## src/hw/rtl/e80d_pkg.sv

```systemverilog
// shared types and constants for the extended80 to double converter
// no dependencies
package e80d_pkg;

    localparam logic [63:0] SIGN_BIT64 = 64'h8000_0000_0000_0000;
    localparam logic [63:0] EXP_INF64  = 64'h7FF0_0000_0000_0000;
    localparam logic [63:0] QNAN64     = 64'h7FF8_0000_0000_0000;
    localparam logic [14:0] EXP_ALL1   = 15'h7FFF;

    // special-case kind decided in the first stage
    localparam logic [1:0] KIND_NUM  = 2'd0;
    localparam logic [1:0] KIND_ZERO = 2'd1;
    localparam logic [1:0] KIND_INF  = 2'd2;
    localparam logic [1:0] KIND_NAN  = 2'd3;

    // stage 1 to stage 2 record
    typedef struct packed {
        logic        sign;
        logic [1:0]  kind;
        logic [14:0] exp;
        logic [63:0] man;
        logic [6:0]  lz;
    } e80d_s1_t;

    // stage 2 to stage 3 record
    typedef struct packed {
        logic        sign;
        logic [1:0]  kind;
        logic [63:0] m;
        logic signed [16:0] be;
    } e80d_s2_t;

    // stage 3 to stage 4 record
    typedef struct packed {
        logic        sign;
        logic [1:0]  kind;
        logic        norm;
        logic signed [16:0] be;
        logic [52:0] q;
        logic        inc;
    } e80d_s3_t;

endpackage

```

## src/hw/rtl/e80d_round.sv

```systemverilog
// rounding stage: shift amount and round-half-even increment
// depends on e80d_pkg
module e80d_round (
    input  e80d_pkg::e80d_s2_t din,
    output e80d_pkg::e80d_s3_t dout
);
    localparam logic [63:0] SIGNHALF = 64'h8000_0000_0000_0000;

    logic [6:0]   d;
    logic [127:0] ext;
    logic [63:0]  q;
    logic [63:0]  rem;
    logic [63:0]  half;
    logic         sub;
    logic signed [16:0] dd;

    // pick shift: 11 for normals, 12-be for subnormals (capped at 65)
    always_comb
    begin
        sub  = (din.be < 17'sd1);
        dd   = 17'sd12 - din.be;
        if (!sub)
            d = 7'd11;
        else if (dd > 17'sd64)
            d = 7'd65;
        else
            d = dd[6:0];
        ext  = {din.m, 64'd0} >> d;
        q    = ext[127:64];
        rem  = ext[63:0];
        half = SIGNHALF;
        dout.sign = din.sign;
        dout.kind = din.kind;
        dout.norm = !sub;
        dout.be   = din.be;
        dout.q    = q[52:0];
        dout.inc  = (rem > half) || (rem == half && q[0]);
    end
endmodule

```

## src/hw/rtl/extended80_to_double_convert_top.sv

```systemverilog
// one request per cycle, while the output stage is empty or being taken
// four register stages: leading-zero count, normalize shift, round, pack
// pipeline advances whenever the output stage is empty or being taken
// reset (rst_n low, asynchronous) clears all valid bits
// depends on e80d_pkg and e80d_round
module extended80_to_double_convert_top (
    input  logic        clk,
    input  logic        rst_n,
    input  logic        s_tvalid,
    output logic        s_tready,
    input  logic [79:0] s_tdata,  // [15:0] sign_and_exponent, [79:16] ext_mantissa
    output logic        m_tvalid,
    input  logic        m_tready,
    output logic [63:0] m_tdata   // [63:0] double_bits
);
    logic adv;
    logic v1_reg, v2_reg, v3_reg, v4_reg;
    e80d_pkg::e80d_s1_t s1_reg, s1_next;
    e80d_pkg::e80d_s2_t s2_reg, s2_next;
    e80d_pkg::e80d_s3_t s3_reg, s3_next;
    logic [63:0] out_reg, out_next;

    assign adv      = !v4_reg || m_tready;
    assign s_tready = adv;
    assign m_tvalid = v4_reg;
    assign m_tdata  = out_reg;

    // stage 1: classify and count leading zeros
    always_comb
    begin
        logic [63:0] man;
        man = s_tdata[79:16];
        s1_next.sign = s_tdata[15];
        s1_next.exp  = s_tdata[14:0];
        s1_next.man  = man;
        s1_next.lz   = 7'd64;
        for (int i = 0; i < 64; i++)
            if (man[i])
                s1_next.lz = 7'(63 - i);
        if (s_tdata[14:0] == e80d_pkg::EXP_ALL1)
            s1_next.kind = (man[62:0] == 63'd0) ? e80d_pkg::KIND_INF : e80d_pkg::KIND_NAN;
        else if (man == 64'd0)
            s1_next.kind = e80d_pkg::KIND_ZERO;
        else
            s1_next.kind = e80d_pkg::KIND_NUM;
    end

    // stage 2: normalize and form biased exponent
    always_comb
    begin
        s2_next.sign = s1_reg.sign;
        s2_next.kind = s1_reg.kind;
        s2_next.m    = s1_reg.man << s1_reg.lz[5:0];
        s2_next.be   = $signed({2'b00, s1_reg.exp}) - 17'sd15360
                       - $signed({10'd0, s1_reg.lz});
    end

    // stage 3: rounding
    e80d_round u_round (
        .din  (s2_reg),
        .dout (s3_next)
    );

    // stage 4: pack
    always_comb
    begin
        logic [63:0] q;
        logic [63:0] sgn;
        sgn = {s3_reg.sign, 63'd0};
        q   = {11'd0, s3_reg.q} + {63'd0, s3_reg.inc};
        case (s3_reg.kind)
            e80d_pkg::KIND_INF:  out_next = sgn | e80d_pkg::EXP_INF64;
            e80d_pkg::KIND_NAN:  out_next = sgn | e80d_pkg::QNAN64;
            e80d_pkg::KIND_ZERO: out_next = sgn;
            default:
            begin
                if (s3_reg.be >= 17'sd2047)
                    out_next = sgn | e80d_pkg::EXP_INF64;
                else if (s3_reg.norm)
                begin
                    q = {1'b0, 11'(s3_reg.be - 17'sd1), 52'd0} + q;
                    out_next = (q >= e80d_pkg::EXP_INF64) ? (sgn | e80d_pkg::EXP_INF64)
                                                          : (sgn | q);
                end
                else
                    out_next = sgn | q;
            end
        endcase
    end

    // valid bits
    always_ff @(posedge clk or negedge rst_n)
    begin
        if (!rst_n)
        begin
            v1_reg <= 1'b0;
            v2_reg <= 1'b0;
            v3_reg <= 1'b0;
            v4_reg <= 1'b0;
        end
        else if (adv)
        begin
            v1_reg <= s_tvalid;
            v2_reg <= v1_reg;
            v3_reg <= v2_reg;
            v4_reg <= v3_reg;
        end
    end

    // payload registers
    always_ff @(posedge clk)
    begin
        if (adv)
        begin
            s1_reg  <= s1_next;
            s2_reg  <= s2_next;
            s3_reg  <= s3_next;
            out_reg <= out_next;
        end
    end
endmodule

```

## config.mk

```make
export PLATFORM = sky130hd
export DESIGN_NAME = extended80_to_double_convert_top
export DESIGN_NICKNAME = d
export VERILOG_FILES = /design/src/hw/rtl/e80d_pkg.sv /design/src/hw/rtl/e80d_round.sv /design/src/hw/rtl/extended80_to_double_convert_top.sv
export SDC_FILE = /design/constraint.sdc
export NUM_CORES = 1
export LEC_CHECK = 0
export BUFFER_PORTS_ARGS = -buffer_cell sky130_fd_sc_hd__buf_2
export CAP_MARGIN = 20
export CELL_PAD_IN_SITES_DETAIL_PLACEMENT = 2
export CELL_PAD_IN_SITES_GLOBAL_PLACEMENT = 2
export CORE_MARGIN = 2
export CORE_UTILIZATION = 42
export DETAILED_ROUTE_END_ITERATION = 16
export PLACE_DENSITY_LB_ADDON = 0.05
export SLEW_MARGIN = 40
export SYNTH_ARGS = -nofsm -noshare
export SYNTH_HDL_FRONTEND = slang
export SYNTH_SLANG_ARGS = --single-unit
```

## constraint.sdc

```tcl
create_clock -name clk -period 24.9 [get_ports clk]
set_clock_uncertainty 0.2 [all_clocks]
set_input_delay 1.245 -clock clk [delete_from_list [all_inputs] [get_ports clk]]
set_output_delay 1.245 -clock clk [all_outputs]
set_load 0.01 [all_outputs]
```

Word level (Yosys, flattened, before mapping) --
Index checks and enable logic that the tools add are counted.
Word-level totals: register bits after elaboration 316, input bits 84, output and inout bits 66, word-level logic and storage cells 131
Cells by class: $add $sub $neg 6, $lt $le $gt $ge 5, equal/unequal tests 5, shift-type cells 2, muxes and demuxes 72, bitwise logic cells 2, reduce and logical (&&, ||, !) cells 13
Operator list (number):
- $mux W64 | 3
- $pmux W64 S3 | 1
- $mux W6 | 31
- $shr A128 B7 Y117 | 1
- $mux W5 | 16
- $add A63 B54 Y64 | 1
- $eq A64 B64 Y1 const B | 1
- $ge A64 B63 Y1 const B | 1
- $gt A64 B64 Y1 const B | 1
- $logic_not A64 Y1 | 1
- $or A64 B54 Y64 | 1
- $or A64 B64 Y64 | 1
- $shl A64 B6 Y64 | 1
- $logic_not A63 Y1 | 1
- $reduce_or A63 Y1 | 1
- $add A53 B1 Y54 | 1
- $mux W4 | 8
- $reduce_or A32 Y1 | 1
- $mux W7 | 3
- $ge A17 B12 Y1 const B | 1
- $gt A17 B8 Y1 const B | 1
- $lt A17 B2 Y1 const B | 1
- $sub A16 B8 Y17 | 1
- $sub A5 B17 Y17 const A | 1
- other kinds (15) | 25

Logic depth before layout (Yosys ltp) --
Gate-level depths: netlist (run 1).
depth after elaboration 63, mapped depth 28, mapped depth without buffers 25

Modules after synthesis --
From an unflattened synthesis (run 1), not the netlist that was laid out.
Second synthesis, totals: cell total of the unflattened synthesis 2641, area, all modules 23872.9 µm²
By module, submodules not included:
- extended80_to_double_convert_top | times used 1, cells an instance 1451, area each 16612.2 µm², seq. area each 9469.1 µm²
- e80d_round | times used 1, cells an instance 1190, area each 7260.7 µm², seq. area each 0.0 µm²

Worst setup path after synthesis (run 1) --
OpenSTA, ideal clock, no wires.
path type input port to output port, start input port m_tready, end output port s_tready, data arrival time 8857 ps, required time 23455 ps, path slack 14598 ps, stages 1, path buffers 0, cells stage by stage nand2b_1
Between the ends: longest elaborated chain between the ends 1
RTL lines:
- start, declared | line extended80_to_double_convert_top.sv:13 | input logic m_tready,
- $logic_or A1 B1 Y1 | line extended80_to_double_convert_top.sv:23 | assign adv = !v4_reg || m_tready;
- end, declared | line extended80_to_double_convert_top.sv:10 | output logic s_tready,
No other way between the ends.

==> results of run 1 <==
cell families (layout without fill, tap and decap cells):
logic type / Yosys count / after routing
buffers and inverters: 283 / 347
AO/OA/AOI/OAI: 603 / 603
adder cells (fa/ha/maj): 18 / 18
other: 0 / 1
flip-flops: 316 / 316
multiplexers: 203 / 203
AND/OR/NAND/NOR: 1162 / 1162
XOR/XNOR: 84 / 84
critical path: cells and delay by family, from the launching register on:
family	cells	cell delay, ns
DFF	1	0.78
muxes	1	0.67
and+or+nand+nor	6	1.93
adders and majority gates	1	0.43
buffers and inverters	3	1.26
xor gates and xnor gates	1	0.60
AOI/OAI and AO/OA	6	1.89
power groups by stage:
stage / Sequential, mW / Clock (mW) / Combinational, mW
finish: 1.14 / 0.567 / 2.76
global route: 1.15 / 0.588 / 2.88
detailed placement: 1.12 / 0 / 2.60
global placement: 1.09 / 0 / 2.50
CTS: 1.13 / 0.571 / 2.65
floorplan: 1.07 / 0 / 1.59
cell type report:
type	instances	share of cell area, %
multi-input combinational	2070	50.4
tap	756	3.58
clock inverter	20	0.852
timing repair buffer	201	4.51
inverter	80	1.14
antenna	1	0.00947
sequential	316	35.8
clock buffer	46	3.71
through the flow:
step	power [mW]	instance area [um^2]	std cells	setup WS [ns]	hold slack, ns
5_1_grt	4.62	26400	3489	16.57	0.239
2_1_floorplan	2.66	23800	2669	14.60	0.200
6_report	4.46	26400	3490	16.83	0.229
4_1_cts	4.35	26400	3486	17.07	0.229
3_3_place_gp	3.59	25100	3418	17.58	0.201
3_5_place_dp	3.72	25200	3420	17.33	0.209
path summary, 6_finish.rpt:
| check | startpoint | to | slack [ns] | cells past startpoint |
|---|---|---|---|---|
| worst max register to register | s2_reg[0] | s3_reg[0] | 16.83 | 18 |
| max in group asynchronous | rst_n | m_tvalid | 24.10 | 1 |
| worst min-delay path | s2_reg[82] | s3_reg[73] | 0.23 | 0 |
| worst max-delay path | s2_reg[0] | s3_reg[0] | 16.83 | 18 |
| worst min register to register | s2_reg[82] | s3_reg[73] | 0.23 | 0 |
| min in group asynchronous | rst_n | v3_reg | 0.28 | 1 |
placed cells by master (no fill, tap or decap), types with 56 or more instances in the layout:
cell,n
edfxtp_1,312
o21ai_0,87
nand3_1,117
inv_1,76
buf_2,149
nand2_1,355
a21oi_1,133
nor4_1,62
nand4_1,67
mux2i_1,128
nor2_1,333
nor3_1,90
o221ai_1,56
layer usage:
layer  up-vias  GRT usage (%)  routed length [um]
met3       274           6.19                8010
met4         4           14.7                4680
met5         -              0                  29
li1      10200              -                   -
met2      1188           66.0               56700
met1     12500           49.9               46900
==> results by group, run 1 <==
STA
  • Tmin final: 8.07 ns
  • Tcrit/Tclk final: 32.4%
  • Final setup vio count: 0
  • Setup TNS: 0 ns
  • Fmax: 124 MHz
  • Max Slew Vio Count: 0
  • Slew @ Worst Pin: 0.909 ns
  • Final hold vios: 0
  • Slew margin rel.: 38.8%
  • Setup repair after global routing missed its margin: no

Logic synthesis
  • Adder-Cell Fraction of Synth Area: 1.01%
  • #FFs+latches synth: 316
  • Most frequent cells after synthesis: nand2_1 (355), nor2_1 (337), edfxtp_1 (312)
  • Net Count, Synth: 2771
  • Synth area leaders: edfxtp_1 (39%), nand2_1 (5.6%), mux2i_1 (5.4%)
  • Compound-Gate Fraction of Synth Area: 17.2%
  • Share of the synthesized area in the top cell type: about two fifths
  • Fraction of registers with async set/reset: 1.27%
  • Distinct cell type count after synthesis: between 90 and 100
  • Post-synth EDFFs: 312
  • Post-Syn Instances: roughly 2700
  • Post-Synth XOR/XNOR Area: under 10%
  • Post-Synth Simple-Gate Area: 22.7%
  • Main synth FF type: edfxtp_1
  • Mapped Area: around 0.024 mm^2
  • Sequential fraction of the synthesis area: 39.8%
  • YS warnings: 0
  • Area leader, netlist: edfxtp_1
  • Multiplexer area fraction after synthesis: 11.3%
  • Largest family of logic cells by synthesized area: simple AND/OR/NAND/NOR gates
  • Post-Syn Area per Cell: 8.91 um^2
  • Top-count cell post-synth: nand2_1

Placed design
  • Port bufs: about 150
  • Final GP Congestion: about 0.95
  • DP HPWL: 81.0 mm

Power
  • Pwr/cell area: 169 mW/mm^2
  • Clock power share: 12.7%
  • Pint: 1.99 mW
  • Pleak: 9.89 nW
  • Peak supply drop: 98.1 uV
  • Sequential Power Share: 25.5%
  • Sw Pwr: 2.47 mW
  • Comb power frac: 61.7%
  • Net Sw Frac: 55.3%

Clock tree
  • CTS tree: built
  • Num Clock Sinks: 316
  • Post_cts resized: 0
  • CTS Buffer Depth: 3
  • TritonCTS Buffers: 38
  • Worst-skew pair later-pin latency: 0.59 ns
  • Total setup buffers inserted after CTS: 0
  • Clk root buf: clkbuf_16
  • H-tree Lvls: 2
  • Clk pin slew, worst setup/hold paths: 0.06 ns
  • Hold-fix buffers at CTS: 0

Drt
  • Routed vias/inst: between 6 and 7
  • Starting DRC count in detailed routing: 2466
  • DRT Pass-1 Iters: 6
  • WL final: roughly 120 mm
  • Post-route antenna net violation count: 0
  • DR vias: 24100
  • Remaining DRCs: 0
  • Wire length per cell: ~33 um

Floorplanning
  • Initial Utilization: 42.3%
  • DIE AREA: 0.0585 mm^2
  • Num rows: 87
  • DIE WIDTH: 242 um
  • IO Pins: 150
  • Die Y: 242 um
  • Total core area: 0.0562 mm^2

Critical path
  • CP max-delay cell: edfxtp_1
  • Required time worst endpoint: 25.01 ns
  • Highest net fanout along the worst path: 44
  • Max stage delay on crit path: 0.78 ns
  • WP data arrival: 8.18 ns
  • Cell Chain, Critical Path: inv_1 -> ha_1 -> and3b_1 -> nor3_1 -> xnor2_1 -> o31a_1 -> buf_4 -> or4_1 -> buf_4 -> nand3_1 -> o221ai_1 -> a222oi_1 -> mux2i_1 -> nand4_1 -> nor4_1 -> o2111ai_1 -> o32ai_1 -> a21oi_1
  • CP Launch Type: flop
  • Critical Path Sink Type: flop
  • Setup CP Type: reg -> reg
  • Most common cell on crit path: buf_4

Final layout
  • Post-layout util: 47.1%
  • Reg area: about 0.0095 mm^2
  • Syn-to-layout area delta: 11.2%
  • Footprint of the multi-input gates: about 0.013 mm^2
  • Layout cells sized above 1: 13.8%
  • Fill count: 6067
  • Number of flip-flops in the largest register: 89
  • Layout Nets: 2809

GRT
  • First-pass GRT wire length: 173 mm
  • GR Overflow Total: 0
  • Initial antenna violation count: 2
  • Largest net degree at the start of global routing: 100
  • Number of global-route vias before repair: 25200
  • Total track usage: 38.8%

Min path
  • Hold Path Class: reg -> reg

Status
  • Status: finished clean

Run
  • Max-cap violations: 0
Power figures use the tool's default switching activity.
==> run 2, diff against run 1 <==
--- a/config.mk
+++ b/config.mk
@@ -10,7 +10,7 @@
 export CELL_PAD_IN_SITES_DETAIL_PLACEMENT = 2
 export CELL_PAD_IN_SITES_GLOBAL_PLACEMENT = 2
 export CORE_MARGIN = 2
-export CORE_UTILIZATION = 42
+export CORE_UTILIZATION = 35
 export DETAILED_ROUTE_END_ITERATION = 16
 export PLACE_DENSITY_LB_ADDON = 0.05
 export SLEW_MARGIN = 40
==> constraint.sdc (replaced) <==
create_clock -name clk -period 6.9 [get_ports clk]
set_clock_uncertainty 0.2 [all_clocks]
set_input_delay 0.345 -clock clk [delete_from_list [all_inputs] [get_ports clk]]
set_output_delay 0.345 -clock clk [all_outputs]
set_load 0.01 [all_outputs]
==> run 2 against run 1 <==
Compared with the run above: via count is 2.9% lower; non-clock buffer count is 171 higher; utilization is 5.2 points lower; wire length is 5.6% lower; sequential cell count stayed put; worst hold slack worse by 0.0088 ns; largest cell class unchanged; clock power grew to 3.6 times the previous value; combinational power grew to 3.8 times the previous value; global-route usage is 8.0 points lower; sequential power grew to 3.5 times the previous value; highest routed layer unchanged; final area is 6.5% higher; critical endpoint unchanged.
==> results by group, run 2 (synthesis gave the netlist of run 1 again) <==
Critical path
  • Cell Chain, Critical Path: inv_1 -> ha_1 -> and3b_1 -> or4_4 -> nor3_4 -> o22ai_4 -> or4_1 -> buf_4 -> mux2i_1 -> mux2i_1 -> a21oi_1 -> o221ai_1 -> a211oi_1 -> nand4_1 -> nor3b_1 -> o2111ai_1 -> o32ai_1 -> a21oi_1
  • CP Launch Type: flop
  • FF-to-FF End: s3_reg[0]
  • Worst path top cell family by delay: simple AND/OR/NAND/NOR gates
  • Critical Path Sink Type: flop
  • Required time worst endpoint: 6.99 ns (-18.02 ns)
  • Highest net fanout along the worst path: 9 (-80%)
  • CP max-delay cell: or4_1
  • R2R depth: 18 (unchanged)
  • WP data arrival: 6.76 ns (-1.42 ns)
  • CP startpoint: s2_reg[1]
  • Max stage delay on crit path: 0.77 ns (about the same)
  • Reg2reg start: s2_reg[1]
  • WP buf/inv: 2 (-1)
  • Setup CP Type: reg -> reg
  • Reg2reg setup slack: 0.24 ns (-16.59 ns)

Drt
  • DR vias: 23400 (-2.9%)
  • Post-route antenna net violation count: 0 (unchanged)
  • Starting DRC count in detailed routing: 2038 (-17%)
  • DRT Pass-1 Iters: 5 (-1)
  • Wire length per cell: 29.0 um (-13%)
  • Remaining DRCs: 0 (unchanged)
  • WL final: 110 mm (-5.6%)
  • Routed vias/inst: 6.19 (-10%)

Power
  • Pwr/cell area: 585 mW/mm^2 (+250%)
  • Peak supply drop: 435 uV (+340%)
  • Pleak: 10.7 nW (+8.3%)

STA
  • Max Slew Vio Count: 0 (unchanged)
  • Slew @ Worst Pin: 0.891 ns (-0.0182 ns)
  • Setup ws final: 0.237 ns (-16.59 ns)
  • Final hold vios: 0 (unchanged)
  • Hold slack: 0.220 ns (-0.00875 ns)
  • Tcrit/Tclk final: 96.6% (+64 points)
  • Setup repair after global routing missed its margin: no
  • Tmin final: 6.66 ns (-1.41 ns)
  • Slew margin rel.: 40.2% (+1.4 points)
  • Final setup vio count: 0 (unchanged)
  • Fmax: 150 MHz (+21%)
  • Setup TNS: 0 ns (unchanged)

Placed design
  • Final GP Congestion: 0.966 (+1.6%)
  • Placed Instances: 3625 (+6.0%)
  • DP HPWL: 81.9 mm (+1.1%)
  • DP Worst Slack: 0.223 ns (-17.11 ns)
  • Port bufs: 149 (unchanged)

Clock tree
  • Num Clock Sinks: 316 (unchanged)
  • H-tree Lvls: 2 (unchanged)
  • CTS Buffer Depth: 3 (unchanged)
  • TritonCTS Buffers: 39 (+2.6%)
  • Worst-skew pair later-pin latency: 0.57 ns (-0.02 ns)
  • Clk pin slew, worst setup/hold paths: 0.06 ns (about the same)
  • CTS tree: built
  • Clk root buf: clkbuf_16

Floorplanning
  • DIE WIDTH: 265 um (+9.4%)
  • DIE AREA: 0.0700 mm^2 (+20%)
  • Initial Utilization: 35.4% (-6.9 points)
  • Num rows: 95 (+9.2%)
  • IO Pins: 150 (unchanged)
  • Total core area: 0.0672 mm^2 (+20%)
  • Die Y: 265 um (+9.4%)

Final layout
  • Commonest cells after routing, fill and taps aside: nand2_1 (355), nor2_1 (335), edfxtp_1 (312), buf_2 (149), a21oi_1 (133)
  • Layout cells sized above 1: 16.0% (+2.2 points)
  • Most common cell after layout, fill and taps aside: nand2_1
  • Layout Nets: 2981 (+6.1%)
  • Reg area: 0.00947 mm^2 (unchanged)
  • Final Non-Filler Cells: 3781 (+8.3%)
  • N_diodes: 0 (-1)
  • Fill count: 7278 (+20%)
  • Number of flip-flops in the largest register: 89 (unchanged)
  • Syn-to-layout area delta: 18.3%
  • Footprint of the multi-input gates: 0.0133 mm^2 (-0.17%)
  • Post-layout util: 41.9% (-5.2 points)

GRT
  • Number of global-route vias before repair: 24900 (-1.4%)
  • First-pass GRT wire length: 165 mm (-5.1%)
  • Total track usage: 30.9% (-8.0 points)
  • GR Overflow Total: 0 (unchanged)
  • Initial antenna violation count: 4 (+2)
  • Largest net degree at the start of global routing: 173 (+73%)

Status
  • Status: finished clean

Min path
  • Worst min-delay path endpoint: m_tvalid
  • Hold Path Class: in -> reg
  • Worst Hold Launch: m_tready
  • Hold path cells: 3 (+3)

Run
  • Max-cap violations: 0 (unchanged)
==> run 2: metal layers <==
| metal | up-vias | track usage, % | routed length, um |
|---|---|---|---|
| met1 | 12100 | 41.7 | 48300 |
| li1 | 10500 | - | - |
| met5 | - | 0 | 13 |
| met3 | 114 | 3.41 | 5600 |
| met2 | 705 | 53.3 | 53600 |
| met4 | 2 | 6.70 | 2330 |
==> run 2: how the worst max path moves through the flow <==
stage / cells past startpoint / slack [ns] / end
after floorplan: 28 / 1.27 / m_tdata[43]
after global placement: 18 / 0.22 / s3_reg[0]
after detailed placement: 26 / 0.22 / m_tdata[20]
after CTS: 26 / 0.13 / m_tdata[20]
after global routing: 24 / 0.008 / m_tdata[20]
final: 18 / 0.24 / s3_reg[0]
==> run 2: cell type report <==
class                      instances  share of cell area [%]
clock inverter                    20                   0.707
sequential                       316                    33.7
timing repair buffer             372                    9.84
multi-input combinational       2070                    47.2
clock buffer                      50                    3.62
tap                              873                    3.88
inverter                          80                    1.07
==> run 2: metrics by stage <==
stage | instance area (um^2) | total power [mW]
final | 28100 | 16.5
after global placement | 26000 | 13.8
after global routing | 28100 | 17.3
after floorplan | 23800 | 9.52
after CTS | 28100 | 16.2
after detailed placement | 26000 | 14.1
==> run 2: what timing repair did <==
action	CTS	global route
buffers inserted	0	2
gates resized for setup	0	6
hold buffers	83	0
setup endpoints to repair	0	53
endpoints found under the hold margin	86	0
==> run 2: power by group <==
part           total, mW  internal [mW]  leakage (nW)  switching (mW)
registers           4.00           3.20          3.27           0.798
logic               10.4           3.33          6.84            7.09
clock network       2.04           1.16         0.599           0.876
==> run 2: worst reg2reg max path, cell delays in order (launching register included) <==
cell,delay (ns)
edfxtp_1,0.47
inv_1,0.13
ha_1,0.40
and3b_1,0.30
or4_4,0.49
nor3_4,0.26
o22ai_4,0.14
or4_1,0.77
buf_4,0.31
mux2i_1,0.17
mux2i_1,0.24
a21oi_1,0.41
o221ai_1,0.19
a211oi_1,0.65
nand4_1,0.33
nor3b_1,0.32
o2111ai_1,0.16
o32ai_1,0.31
a21oi_1,0.13
